$ cat config.mk
export PLATFORM = sky130hd
export DESIGN_NAME = round_robin_ready_queue
export DESIGN_NICKNAME = d
export VERILOG_FILES = /design/src/sv/rrq_pkg.sv /design/src/sv/round_robin_ready_queue.sv /design/src/sv/rrq_cell.sv
export SDC_FILE = /design/constraint.sdc
export NUM_CORES = 1
export LEC_CHECK = 0
export BUFFER_PORTS_ARGS = -buffer_cell sky130_fd_sc_hd__buf_2
export CAP_MARGIN = 15
export CORE_MARGIN = 2
export CORE_UTILIZATION = 45
export CTS_CLUSTER_DIAMETER = 150
export DETAILED_ROUTE_END_ITERATION = 16
export GPL_TIMING_DRIVEN = 0
export RECOVER_POWER = 50
export SLEW_MARGIN = 20
export SYNTH_ARGS = -nofsm -noshare
export SYNTH_HDL_FRONTEND = slang
export SYNTH_SLANG_ARGS = --single-unit
$ cat constraint.sdc
create_clock -name clk -period 4.25 [get_ports clk]
set_input_delay 0.2125 -clock clk [delete_from_list [all_inputs] [get_ports clk]]
set_output_delay 0.2125 -clock clk [all_outputs]
set_load 0.005 [all_outputs]
$ cat src/sv/rrq_pkg.sv
// ---------------------------------------------------------------------------
// rrq_pkg - shared types and codes for the round-robin ready queue
// Slot state, request mode and status codes, and the control part of the
// token that walks the row of slot cells.
// ---------------------------------------------------------------------------
package rrq_pkg;

  localparam int IN_W  = 8;
  localparam int OUT_W = 8;

  // per-slot task state
  typedef logic [1:0] sstate_t;
  localparam sstate_t ST_UNUSED  = 2'd0;
  localparam sstate_t ST_READY   = 2'd1;
  localparam sstate_t ST_RUNNING = 2'd2;
  localparam sstate_t ST_BLOCKED = 2'd3;

  // request modes
  typedef logic [2:0] mode_t;
  localparam mode_t MODE_CREATE = 3'd0;
  localparam mode_t MODE_TICK   = 3'd1;
  localparam mode_t MODE_BLOCK  = 3'd2;
  localparam mode_t MODE_WAKE   = 3'd3;
  localparam mode_t MODE_EXIT   = 3'd4;

  // result status
  typedef logic [1:0] status_t;
  localparam status_t STAT_OK      = 2'd0;
  localparam status_t STAT_IGNORED = 2'd1;
  localparam status_t STAT_FULL    = 2'd2;

  // token commands
  typedef logic [1:0] cmd_t;
  localparam cmd_t CMD_PROBE  = 2'd0;  // read state and link of slot key
  localparam cmd_t CMD_APPEND = 2'd1;  // link slot val in behind tail (link == key)
  localparam cmd_t CMD_TICK   = 2'd2;  // key = head runs, val = old current yields
  localparam cmd_t CMD_UNLINK = 2'd3;  // drop slot key, predecessor takes val

  typedef struct packed {
    logic    valid;
    cmd_t    cmd;
    sstate_t ns;        // new state of slot key on unlink
    logic    flag;      // old current valid on tick
    sstate_t rd_state;  // probed state, collected on the way
  } tok_ctl_t;

endpackage

$ cat src/sv/round_robin_ready_queue.sv
// ---------------------------------------------------------------------------
// round_robin_ready_queue - round-robin task scheduler with a ready ring
// Slot states and ring links live in a row of cells; a sequencer sends a
// token down the row to probe, append, unlink or schedule a slot.
// ---------------------------------------------------------------------------
//  channel | dir | ports                            | request
//  in      | in  | in_tvalid in_tready in_tdata     | mode, task_index
//  out     | out | out_tvalid out_tready out_tdata  | result_task, result_valid, status
//
//  One request at a time. Each token pass walks the cell row one slot per
//  cycle. Create and tick take one pass; block, wake and exit probe first
//  and take a second pass when the probed state allows the request (exit
//  always does); requests rejected up front send no token.
//  A new request is taken while the previous result waits on out_tready.
//  After reset all slots are unused; no clearing pass is needed.
// ---------------------------------------------------------------------------
module round_robin_ready_queue #(
  parameter int MAX_TASKS = 16
) (
  input  logic                      clk,
  input  logic                      rst_n,
  input  logic                      in_tvalid,
  output logic                      in_tready,
  input  logic [rrq_pkg::IN_W-1:0]  in_tdata,   // [2:0] mode, [6:3] task_index
  output logic                      out_tvalid,
  input  logic                      out_tready,
  output logic [rrq_pkg::OUT_W-1:0] out_tdata   // [3:0] result_task, [4] result_valid,
                                                // [6:5] status
);
  import rrq_pkg::*;

  localparam int SW = (MAX_TASKS > 1) ? $clog2(MAX_TASKS) : 1;
  localparam int CW = $clog2(MAX_TASKS + 1);

  localparam logic [1:0] S_IDLE   = 2'd0;
  localparam logic [1:0] S_WPROBE = 2'd1;
  localparam logic [1:0] S_WACT   = 2'd2;
  localparam logic [1:0] S_DONE   = 2'd3;

  logic [1:0]     state_r, state_nxt;
  mode_t          mode_r, mode_nxt;
  status_t        status_r, status_nxt;
  logic [SW-1:0]  t_r, t_nxt;
  sstate_t        pst_r, pst_nxt;
  logic [SW-1:0]  plink_r, plink_nxt;
  logic [SW-1:0]  head_r, head_nxt;
  logic           ring_ne_r, ring_ne_nxt;
  logic [SW-1:0]  cur_r, cur_nxt;
  logic           cur_vld_r, cur_vld_nxt;
  logic [CW-1:0]  count_r, count_nxt;
  tok_ctl_t       iss_ctl_r, iss_ctl_nxt;
  logic [SW-1:0]  iss_key_r, iss_key_nxt;
  logic [SW-1:0]  iss_val_r, iss_val_nxt;
  logic           out_vld_r, out_vld_nxt;
  logic [OUT_W-1:0] out_data_r, out_data_nxt;

  // token row
  tok_ctl_t       ctl_w  [MAX_TASKS+1];
  logic [SW-1:0]  key_w  [MAX_TASKS+1];
  logic [SW-1:0]  val_w  [MAX_TASKS+1];
  logic [SW-1:0]  link_w [MAX_TASKS+1];
  logic [MAX_TASKS:0] tok_vld;

  mode_t          in_mode;
  logic [3:0]     in_idx;
  logic [SW-1:0]  in_slot;
  logic           idx_ok;
  tok_ctl_t       ret_ctl;
  logic [SW-1:0]  ret_link;
  logic           pst_in_ring;
  logic [3:0]     res_task;
  logic           res_vld;

  assign in_mode  = in_tdata[2:0];
  assign in_idx   = in_tdata[6:3];
  assign in_slot  = SW'(in_idx);
  assign idx_ok   = 32'(in_idx) < MAX_TASKS;
  assign ret_ctl  = ctl_w[MAX_TASKS];
  assign ret_link = link_w[MAX_TASKS];
  assign pst_in_ring = (pst_r == ST_READY) || (pst_r == ST_RUNNING);

  assign ctl_w[0]  = iss_ctl_r;
  assign key_w[0]  = iss_key_r;
  assign val_w[0]  = iss_val_r;
  assign link_w[0] = '0;

  for (genvar g = 0; g < MAX_TASKS; g++) begin : g_cell
    rrq_cell #(
      .SW      (SW),
      .CELL_ID (g)
    ) u_cell (
      .clk    (clk),
      .rst_n  (rst_n),
      .ctl_i  (ctl_w[g]),
      .key_i  (key_w[g]),
      .val_i  (val_w[g]),
      .link_i (link_w[g]),
      .ctl_o  (ctl_w[g+1]),
      .key_o  (key_w[g+1]),
      .val_o  (val_w[g+1]),
      .link_o (link_w[g+1])
    );
  end

  for (genvar g = 0; g <= MAX_TASKS; g++) begin : g_vld
    assign tok_vld[g] = ctl_w[g].valid;
  end

  // result fields from the state after the request
  always_comb begin
    if (mode_r == MODE_CREATE) begin
      res_vld  = (status_r == STAT_OK);
      res_task = res_vld ? 4'(t_r) : 4'd0;
    end else begin
      res_vld  = cur_vld_r;
      res_task = cur_vld_r ? 4'(cur_r) : 4'd0;
    end
  end

  always_comb begin
    state_nxt    = state_r;
    mode_nxt     = mode_r;
    status_nxt   = status_r;
    t_nxt        = t_r;
    pst_nxt      = pst_r;
    plink_nxt    = plink_r;
    head_nxt     = head_r;
    ring_ne_nxt  = ring_ne_r;
    cur_nxt      = cur_r;
    cur_vld_nxt  = cur_vld_r;
    count_nxt    = count_r;
    iss_ctl_nxt  = '0;
    iss_key_nxt  = iss_key_r;
    iss_val_nxt  = iss_val_r;
    out_vld_nxt  = out_vld_r && !out_tready;
    out_data_nxt = out_data_r;

    case (state_r)
      S_IDLE: begin
        if (in_tvalid) begin
          mode_nxt   = in_mode;
          status_nxt = STAT_IGNORED;
          state_nxt  = S_DONE;
          case (in_mode)
            MODE_CREATE: begin
              if (count_r >= CW'(MAX_TASKS)) begin
                status_nxt = STAT_FULL;
              end else begin
                t_nxt           = SW'(count_r);
                iss_ctl_nxt.valid = 1'b1;
                iss_ctl_nxt.cmd   = CMD_APPEND;
                iss_key_nxt     = ring_ne_r ? head_r : SW'(count_r);
                iss_val_nxt     = SW'(count_r);
                state_nxt       = S_WACT;
              end
            end
            MODE_TICK: begin
              if (ring_ne_r) begin
                iss_ctl_nxt.valid = 1'b1;
                iss_ctl_nxt.cmd   = CMD_TICK;
                iss_ctl_nxt.flag  = cur_vld_r;
                iss_key_nxt     = head_r;
                iss_val_nxt     = cur_r;
                state_nxt       = S_WACT;
              end
            end
            MODE_BLOCK, MODE_WAKE: begin
              if (idx_ok) begin
                t_nxt           = in_slot;
                iss_ctl_nxt.valid = 1'b1;
                iss_ctl_nxt.cmd   = CMD_PROBE;
                iss_key_nxt     = in_slot;
                state_nxt       = S_WPROBE;
              end
            end
            MODE_EXIT: begin
              if (cur_vld_r) begin
                t_nxt           = cur_r;
                iss_ctl_nxt.valid = 1'b1;
                iss_ctl_nxt.cmd   = CMD_PROBE;
                iss_key_nxt     = cur_r;
                state_nxt       = S_WPROBE;
              end
            end
            default: begin
              state_nxt = S_DONE;
            end
          endcase
        end
      end

      S_WPROBE: begin
        if (ret_ctl.valid) begin
          pst_nxt   = ret_ctl.rd_state;
          plink_nxt = ret_link;
          state_nxt = S_DONE;
          case (mode_r)
            MODE_BLOCK: begin
              if ((ret_ctl.rd_state == ST_READY) || (ret_ctl.rd_state == ST_RUNNING)) begin
                iss_ctl_nxt.valid = 1'b1;
                iss_ctl_nxt.cmd   = CMD_UNLINK;
                iss_ctl_nxt.ns    = ST_BLOCKED;
                iss_key_nxt     = t_r;
                iss_val_nxt     = ret_link;
                state_nxt       = S_WACT;
              end
            end
            MODE_WAKE: begin
              if (ret_ctl.rd_state == ST_BLOCKED) begin
                iss_ctl_nxt.valid = 1'b1;
                iss_ctl_nxt.cmd   = CMD_APPEND;
                iss_key_nxt     = ring_ne_r ? head_r : t_r;
                iss_val_nxt     = t_r;
                state_nxt       = S_WACT;
              end
            end
            default: begin
              // exit: a blocked current slot is outside the ring and has no
              // predecessor, so the same unlink just frees it
              iss_ctl_nxt.valid = 1'b1;
              iss_ctl_nxt.cmd   = CMD_UNLINK;
              iss_ctl_nxt.ns    = ST_UNUSED;
              iss_key_nxt     = t_r;
              iss_val_nxt     = ret_link;
              state_nxt       = S_WACT;
            end
          endcase
        end
      end

      S_WACT: begin
        if (ret_ctl.valid) begin
          status_nxt = STAT_OK;
          state_nxt  = S_DONE;
          case (mode_r)
            MODE_CREATE: begin
              count_nxt = count_r + CW'(1);
              if (!ring_ne_r) begin
                head_nxt    = t_r;
                ring_ne_nxt = 1'b1;
              end
            end
            MODE_WAKE: begin
              if (!ring_ne_r) begin
                head_nxt    = t_r;
                ring_ne_nxt = 1'b1;
              end
            end
            MODE_TICK: begin
              cur_nxt     = head_r;
              cur_vld_nxt = 1'b1;
              head_nxt    = ret_link;
            end
            MODE_BLOCK: begin
              if (head_r == t_r) head_nxt = plink_r;
              if (plink_r == t_r) ring_ne_nxt = 1'b0;
            end
            default: begin
              if (pst_in_ring) begin
                if (head_r == t_r) head_nxt = plink_r;
                if (plink_r == t_r) ring_ne_nxt = 1'b0;
              end
              cur_vld_nxt = 1'b0;
            end
          endcase
        end
      end

      S_DONE: begin
        if (!out_vld_r || out_tready) begin
          out_vld_nxt  = 1'b1;
          out_data_nxt = {1'b0, status_r, res_vld, res_task};
          state_nxt    = S_IDLE;
        end
      end

      default: begin
        state_nxt = S_IDLE;
      end
    endcase
  end

  always_ff @(posedge clk) begin
    if (!rst_n) begin
      state_r   <= S_IDLE;
      head_r    <= '0;
      ring_ne_r <= 1'b0;
      cur_r     <= '0;
      cur_vld_r <= 1'b0;
      count_r   <= '0;
      iss_ctl_r <= '0;
      out_vld_r <= 1'b0;
    end else begin
      state_r   <= state_nxt;
      head_r    <= head_nxt;
      ring_ne_r <= ring_ne_nxt;
      cur_r     <= cur_nxt;
      cur_vld_r <= cur_vld_nxt;
      count_r   <= count_nxt;
      iss_ctl_r <= iss_ctl_nxt;
      out_vld_r <= out_vld_nxt;
    end
  end

  always_ff @(posedge clk) begin
    mode_r     <= mode_nxt;
    status_r   <= status_nxt;
    t_r        <= t_nxt;
    pst_r      <= pst_nxt;
    plink_r    <= plink_nxt;
    iss_key_r  <= iss_key_nxt;
    iss_val_r  <= iss_val_nxt;
    out_data_r <= out_data_nxt;
  end

  assign in_tready  = (state_r == S_IDLE);
  assign out_tvalid = out_vld_r;
  assign out_tdata  = out_data_r;

  // at most one token in the cell row
  a_one_token: assert property (@(posedge clk) disable iff (!rst_n)
    $onehot0(tok_vld))
    else $error("more than one token in the cell row");

  // a token only comes back while the sequencer waits for it
  a_ret_wait: assert property (@(posedge clk) disable iff (!rst_n)
    ret_ctl.valid |-> (state_r == S_WPROBE || state_r == S_WACT))
    else $error("token returned while not waiting");

  a_count: assert property (@(posedge clk) disable iff (!rst_n)
    count_r <= CW'(MAX_TASKS))
    else $error("created count beyond pool size");

  // a completed exit leaves no current task
  a_exit_clears: assert property (@(posedge clk) disable iff (!rst_n)
    (state_r == S_DONE && mode_r == MODE_EXIT && status_r == STAT_OK) |-> !cur_vld_r)
    else $error("current task still valid after exit");

endmodule

$ cat src/sv/rrq_cell.sv
// ---------------------------------------------------------------------------
// rrq_cell - one task slot of the ready queue
// Holds the slot state and its ring link, acts on the token passing by and
// hands the token on to the next cell through a register.
// ---------------------------------------------------------------------------
module rrq_cell #(
  parameter int SW      = 4,
  parameter int CELL_ID = 0
) (
  input  logic               clk,
  input  logic               rst_n,
  input  rrq_pkg::tok_ctl_t  ctl_i,
  input  logic [SW-1:0]      key_i,
  input  logic [SW-1:0]      val_i,
  input  logic [SW-1:0]      link_i,
  output rrq_pkg::tok_ctl_t  ctl_o,
  output logic [SW-1:0]      key_o,
  output logic [SW-1:0]      val_o,
  output logic [SW-1:0]      link_o
);
  import rrq_pkg::*;

  localparam logic [SW-1:0] MY_ID = SW'(CELL_ID);

  sstate_t       state_r, state_nxt;
  logic [SW-1:0] link_r, link_nxt;
  tok_ctl_t      ctl_r, ctl_nxt;
  logic [SW-1:0] key_r, val_r, rdl_r, rdl_nxt;

  logic hit_key, hit_val, in_ring, pred_hit;

  assign hit_key  = (key_i == MY_ID);
  assign hit_val  = (val_i == MY_ID);
  assign in_ring  = (state_r == ST_READY) || (state_r == ST_RUNNING);
  // this slot is in the ring and links to slot key
  assign pred_hit = in_ring && (link_r == key_i) && !hit_key;

  always_comb begin
    state_nxt = state_r;
    link_nxt  = link_r;
    ctl_nxt   = ctl_i;
    rdl_nxt   = link_i;
    if (ctl_i.valid) begin
      case (ctl_i.cmd)
        CMD_PROBE: begin
          if (hit_key) begin
            ctl_nxt.rd_state = state_r;
            rdl_nxt          = link_r;
          end
        end
        CMD_APPEND: begin
          if (hit_val) begin
            state_nxt = ST_READY;
            link_nxt  = key_i;
          end else if (in_ring && (link_r == key_i)) begin
            link_nxt = val_i;
          end
        end
        CMD_TICK: begin
          if (hit_key) begin
            state_nxt = ST_RUNNING;
            rdl_nxt   = link_r;
          end else if (ctl_i.flag && hit_val && (state_r == ST_RUNNING)) begin
            state_nxt = ST_READY;
          end
        end
        CMD_UNLINK: begin
          if (hit_key) begin
            state_nxt = ctl_i.ns;
          end else if (pred_hit) begin
            link_nxt = val_i;
          end
        end
        default: begin
          state_nxt = state_r;
        end
      endcase
    end
  end

  always_ff @(posedge clk) begin
    if (!rst_n) begin
      state_r <= ST_UNUSED;
      ctl_r   <= '0;
    end else begin
      state_r <= state_nxt;
      ctl_r   <= ctl_nxt;
    end
  end

  always_ff @(posedge clk) begin
    link_r <= link_nxt;
    key_r  <= key_i;
    val_r  <= val_i;
    rdl_r  <= rdl_nxt;
  end

  assign ctl_o  = ctl_r;
  assign key_o  = key_r;
  assign val_o  = val_r;
  assign link_o = rdl_r;

endmodule

======== Yosys cells after proc, flatten, opt, wreduce, memory -nomap -nowiden ========
Index checks and enable logic that the tools add are counted.
storage, ports and cells
  input port bits ......................... 12
  flip-flop bits (word level) ............. 459
  logic and storage cells ................. 975
  output and inout bits ................... 10
cells by class
  equal/unequal tests ..................... 252
  reduce and logical (&&, ||, !) cells .... 228
  $lt $le $gt $ge ......................... 1
  add/subtract/negate cells ............... 1
  mux-type cells .......................... 316
  bitwise operators ....................... 2
operators with widths
  operator                                                                  number
  4-bit 2-to-1 mux                                                          129
  2-bit 2-to-1 mux                                                          122
  5-bit AND reduction                                                       34
  4-bit case mux with 2 select lines                                        21
  2-bit == test (second input constant)                                     53
  2-bit by 1-bit inequality test with 1-bit output (second input constant)  50
  3-bit by 1-bit inequality test with 1-bit output (second input constant)  33
  2-bit case mux with 3 select lines                                        16
  4-bit == test                                                             18
  2-bit by 1-bit == test with 1-bit output (second input constant)          35
  1-bit logical AND                                                         65
  4-bit == test (second input constant)                                     16
  3-bit nonzero test                                                        18
  2-bit inequality test (second input constant)                             20
  2-bit logical NOT                                                         18
  2-bit nonzero test                                                        18
  2-bit OR reduction                                                        18
  4-bit by 3-bit == test with 1-bit output (second input constant)          8
  4-bit case mux with 3 select lines                                        2
  1-bit logical OR                                                          19
  1-bit logical NOT                                                         18
  3-bit AND reduction                                                       6
  4-bit by 2-bit == test with 1-bit output (second input constant)          4
  2-bit case mux with 4 select lines                                        2
  other kinds (26)                                                          57

======== Depth between registers and ports, before layout ========
  depth in word-level cells ............... 7
  gate-level depth with buffers ........... 7
  depth with buffers taken out ............ 6

======== Modules after synthesis ========
From an unflattened synthesis, not the netlist that was laid out.
unflattened totals
  cells, all modules ...................... 1544
  area, all modules ....................... 18215.0 µm²
modules (own cells, without submodules)
  module                            cells an instance  times used  area an instance (µm²)
  rrq_cell (g_cell[10].u_cell ...)  77                 6           943.4
  rrq_cell (g_cell[1].u_cell ...)   79                 4           972.2
  rrq_cell (g_cell[11].u_cell ...)  77                 4           922.1
  round_robin_ready_queue           305                1           3076.7
  rrq_cell (g_cell[15].u_cell)      76                 1           969.7
  rrq_cell (g_cell[0].u_cell)       77                 1           930.9

======== Worst setup path before layout ========
OpenSTA, ideal clock, no wires.
  path kind ............................... flip-flop to flip-flop
  start point ............................. register mode_r[2]
  end point ............................... register iss_key_r[0], enable pin
  buffers on the path ..................... 1
  period minus slack after synthesis ...... 2127 ps
  slack ................................... 2123 ps
  data arrival time ....................... 1737 ps
  setup time .............................. 390 ps
  stages on the path, launching flop included .. 6
  cell sequence ........................... edfxtp_1 -> clkbuf_1 -> nor2b_1 -> nand3_1 -> nand2_1 -> a2111oi_0
on the way
  word-level cells in the longest chain between the ends .. 3
ends and longest elaborated chain
  what                                      RTL line                        text
  from (decl)                               round_robin_ready_queue.sv:41   mode_t mode_r, mode_nxt;
  from (signal assigned)                    round_robin_ready_queue.sv:306  mode_r <= mode_nxt;
  3-bit by 2-bit == test with 1-bit output  round_robin_ready_queue.sv:197  case (mode_r)
  3-bit inequality test (no source line)    n/a
  9-bit AND reduction (no source line) (*)  n/a
  to (signal assigned)                      round_robin_ready_queue.sv:311  iss_key_r <= iss_key_nxt;
  to (decl)                                 round_robin_ready_queue.sv:52   logic [SW-1:0] iss_key_r, iss_key_nxt;
Mark *: on every way between the ends. The rest lies on a longest branch, timed or not.
A chain may end at the register's enable or synchronous reset.

======== Worst setup path in the final report ========
  start point ............................. register mode_r[2]
  end point ............................... register iss_val_r[3], enable pin
on the way
  word-level cells in the longest chain between the ends .. 3
ends and longest elaborated chain
  what                                      RTL line                        text
  3-bit by 2-bit == test with 1-bit output  round_robin_ready_queue.sv:197
  3-bit inequality test (no source line)    n/a
  8-bit AND reduction (no source line) (*)  n/a
  to (signal assigned)                      round_robin_ready_queue.sv:312  iss_val_r <= iss_val_nxt;
  to (decl)                                 round_robin_ready_queue.sv:53   logic [SW-1:0] iss_val_r, iss_val_nxt;
Marks and branches as above.

==> summary.log <==
qor: grt.first_global_vias 11,300
qor: grt.globalRouteMet2Util 30.9%
qor: critical_path.delay_of_the_slowest_cell_on_the_worst_path 0.88 ns
qor: detailed_routing.finalWirelength 38.8 mm
qor: sta.transition_time_of_the_tightest_slew_check_pin 0.931 ns
qor: grt.grt_busiest_layer met2
qor: pwr.fin_total_pwr 10.6 mW
qor: clock_network.cts_max_path_buffers 3
qor: layout.multiInputGateArea 0.00714 mm2
qor: detailed_routing.drt_iter0_markers 723
qor: sta.fmaxAchievable 418 MHz
qor: grt.antenna_found_initial 1
qor: clock_network.cts_sinks 441
qor: clock_network.htree_num_levels 2
qor: floorplan.die_area 0.0402 mm2
qor: sta.unrepaired_setup_endpoints_after_global_routing no
qor: yosys.synthDistinctLibCells 67
qor: clock_network.clk_pin_slew 0.06 ns
qor: grt.groute.layer.met3.usage 3.25%
qor: floorplan.count_of_standard_cell_rows 71
qor: yosys.flop_and_latch_count_out_of_synthesis 441
qor: sta.timing.max_slew.rel_slack 37.8%
qor: layout.most_common_library_cell_in_the_layout_ignoring_fill_and_taps sky130_fd_sc_hd__dfxtp_1
qor: layout.diodes 0
qor: critical_path.timing.critical_path.fanout_max 10
qor: yosys.yosys_warnings 0
qor: detailed_routing.ant_nets 0
qor: clock_network.cts_tree done
qor: floorplan.die-height 201 um
qor: clock_network.post-cts-setup-buffer-count 0
qor: critical_path.crit_path_end_kind register
qor: yosys.synth.yosys.seq_area_share 56.2%
qor: layout.final_cell_count_no_fill 2,148
qor: layout.postLayoutCoreUtil 51.6%
qor: yosys.number_of_synthesized_flops_with_an_enable_pin 94
qor: clock_network.clock-root-buffer sky130_fd_sc_hd__clkbuf_16
qor: grt.grt_start_max_net_pins 15
qor: pwr.p_leak 7.15 nW
qor: sta.layout_worst_path_cycle_share 56.2%
qor: placed_design.buffer_ports.inserted 18
qor: detailed_routing.viasPerCell 5.28
qor: sta.finClkSkew 0.0121 ns
qor: yosys.synth_top_flop_cell sky130_fd_sc_hd__dfxtp_1
qor: layout.post_route_cells_drive_above_1_share 10.3%
qor: critical_path.timing.reg2reg.worst_path_depth 5
qor: min_path.hp-class input pin to register
qor: critical_path.setup.worst_path.class register to register
qor: yosys.synth_area 0.0174 mm2
qor: yosys.share_of_synthesized_flip_flops_with_an_asynchronous_set_or_reset 0%
qor: floorplan.io_pins 22
qor: grt.aggregate_global_route_resource_usage 19.3%
qor: detailed_routing.routedWlPerCell 18.1 um
qor: floorplan.initial_utilization 45.9%
qor: critical_path.worst-endpoint-arrival 2.58 ns
qor: layout.layout.filler_cells 3,397
qor: sta.slew_violations 0
qor: sta.tns 0 ns
qor: layout.layout.area.seq 0.00977 mm2
qor: grt.grt-ovfl-total 0
qor: critical_path.cp-start-kind register
qor: grt.groute.layer.met1.usage 27.0%
qor: detailed_routing.post-route-drc-count 0
qor: placed_design.place_congestion 0.833
qor: sta.final_report_setup_violation_count 0
qor: clock_network.clock_latency 0.57 ns
qor: min_path.whs_path_depth 4
qor: floorplan.core_area 0.0378 mm2
qor: yosys.avgSynthCellArea 11.4 um2
qor: grt.grt_first_pass_wirelength 62.2 mm
qor: sta.period_needed 2.39 ns
qor: placed_design.dp_hpwl 28.0 mm
qor: detailed_routing.via_count 11,400
qor: layout.syn2layout_area_growth 12.4%
qor: layout.layout.nets 1,637
qor: sta.timing_hold_violations_final 0
qor: placed_design.dpl-instance-area 0.0181 mm2
qor: job.maxCapViolCount 0
qor: critical_path.crit_chain clkbuf_1, nor2b_1, nand3_1, nand2_1, a2111oi_1
qor: floorplan.die-width 201 um
qor: critical_path.worst-endpoint-required 4.44 ns
qor: yosys.post_synthesis_cells 1,531
qor: layout.layout_common_cells sky130_fd_sc_hd__dfxtp_1 (347), sky130_fd_sc_hd__nand2_1 (114), sky130_fd_sc_hd__edfxtp_1 (94)
qor: clock_network.cts_made_buffers 45
qor: yosys.synth_fp_nets 1,567
qor: status.status finished clean
qor: layout.area_of_all_placed_cells_without_fillers 0.0195 mm2
qor: pwr.max-vdd-ir-drop 267 uV
qor: critical_path.critPathSlowestCell sky130_fd_sc_hd__a2111oi_1
qor: placed_design.placed_cells 2,060
qor: detailed_routing.detail_route.first_pass.iterations 6
qor: pwr.power_density 542 mW/mm2
worst max-delay path, delay by kind of cell (launching register included):
kind / cells / cell delay [ns]
AOI/OAI and AO/OA: 1 / 0.88
buffers and inverters: 1 / 0.39
and+or+nand+nor: 3 / 0.37
DFF: 1 / 0.37
report_power, final:
group          internal (mW)  switching (mW)  total [mW]
clock network           2.16            1.60        3.76
logic                  0.621           0.577        1.20
registers               4.95           0.682        5.63
cell usage after synthesis, drive strengths merged, types with 37 or more instances:
cell type	n	area (um2)
dfxtp	347	6950
nand2	114	428
edfxtp	94	2820
and2	85	532
mux2	64	721
mux2i	60	601
xnor2	54	473
clkbuf	53	199
inv	51	191
o21ai	44	224
a21oi	40	200
nor2b	39	244
nand3	37	185
routing by layer:
| layer | up-vias | share of wire (%) |
|---|---|---|
| met5 | - | 0.034 |
| met4 | 2 | 1.8 |
| li1 | 5605 | - |
| met2 | 201 | 45 |
| met1 | 5494 | 48 |
| met3 | 50 | 4.5 |
metrics by stage:
stage	hold slack [ns]	worst slack, ns
after floorplan	0.311	2.12
after global placement	0.362	1.53
after detailed placement	0.361	1.82
after CTS	0.108	1.80
after global routing	0.144	1.63
final	0.148	1.86
flip-flops by register name (all words and copies together) (netlist names), 5 cells and up:
register	cells
out_tdata	7
ctl_w	5
count_r	5
g_cell.u_cell.ctl_o	108
g_cell.u_cell.state_r	32
g_cell.u_cell.link_o	64
g_cell.u_cell.key_o	60
g_cell.u_cell.val_o	60
g_cell.u_cell.link_r	64
repair_timing:
| action | in CTS | in global routing |
|---|---|---|
| hold endpoints to repair | 5 | 0 |
| gates resized for setup | 0 | 0 |
| hold buffers | 5 | 0 |
worst paths after layout:
| kind | from | endpoint | slack (ns) |
|---|---|---|---|
| max | mode_r[2]$_DFFE_PP_ | iss_val_r[3]$_DFFE_PP_ | 1.86 |
| max reg2reg | mode_r[2]$_DFFE_PP_ | iss_val_r[3]$_DFFE_PP_ | 1.86 |
| min | in_tvalid | ctl_w[133]$_SDFF_PN0_ | 0.15 |
| min reg2reg | g_cell[1].u_cell.val_o[3]$_DFF_P_ | g_cell[2].u_cell.val_o[3]$_DFF_P_ | 0.37 |
cell type report:
cell class                 instances  area share, %
sequential                       441           50.0
clock buffer                      64           6.34
buffer                            65           1.31
timing repair buffer              23          0.679
inverter                          51          0.980
tap                              511           3.27
clock inverter                    19          0.839
multi-input combinational        974           36.6
cells by family (layout without fill, tap and decap cells):
logic type	Yosys count	count (layout)	synth area share (%)
adders and majority gates	24	24	1.73
AOI/OAI and AO/OA	268	268	10.9
DFF	441	441	56.2
muxes	124	124	7.60
buffers and inverters	116	222	2.60
other	1	1	0.0216
and+or+nand+nor	480	480	17.0
xor gates and xnor gates	77	77	3.88
Power figures use the tool's default switching activity.
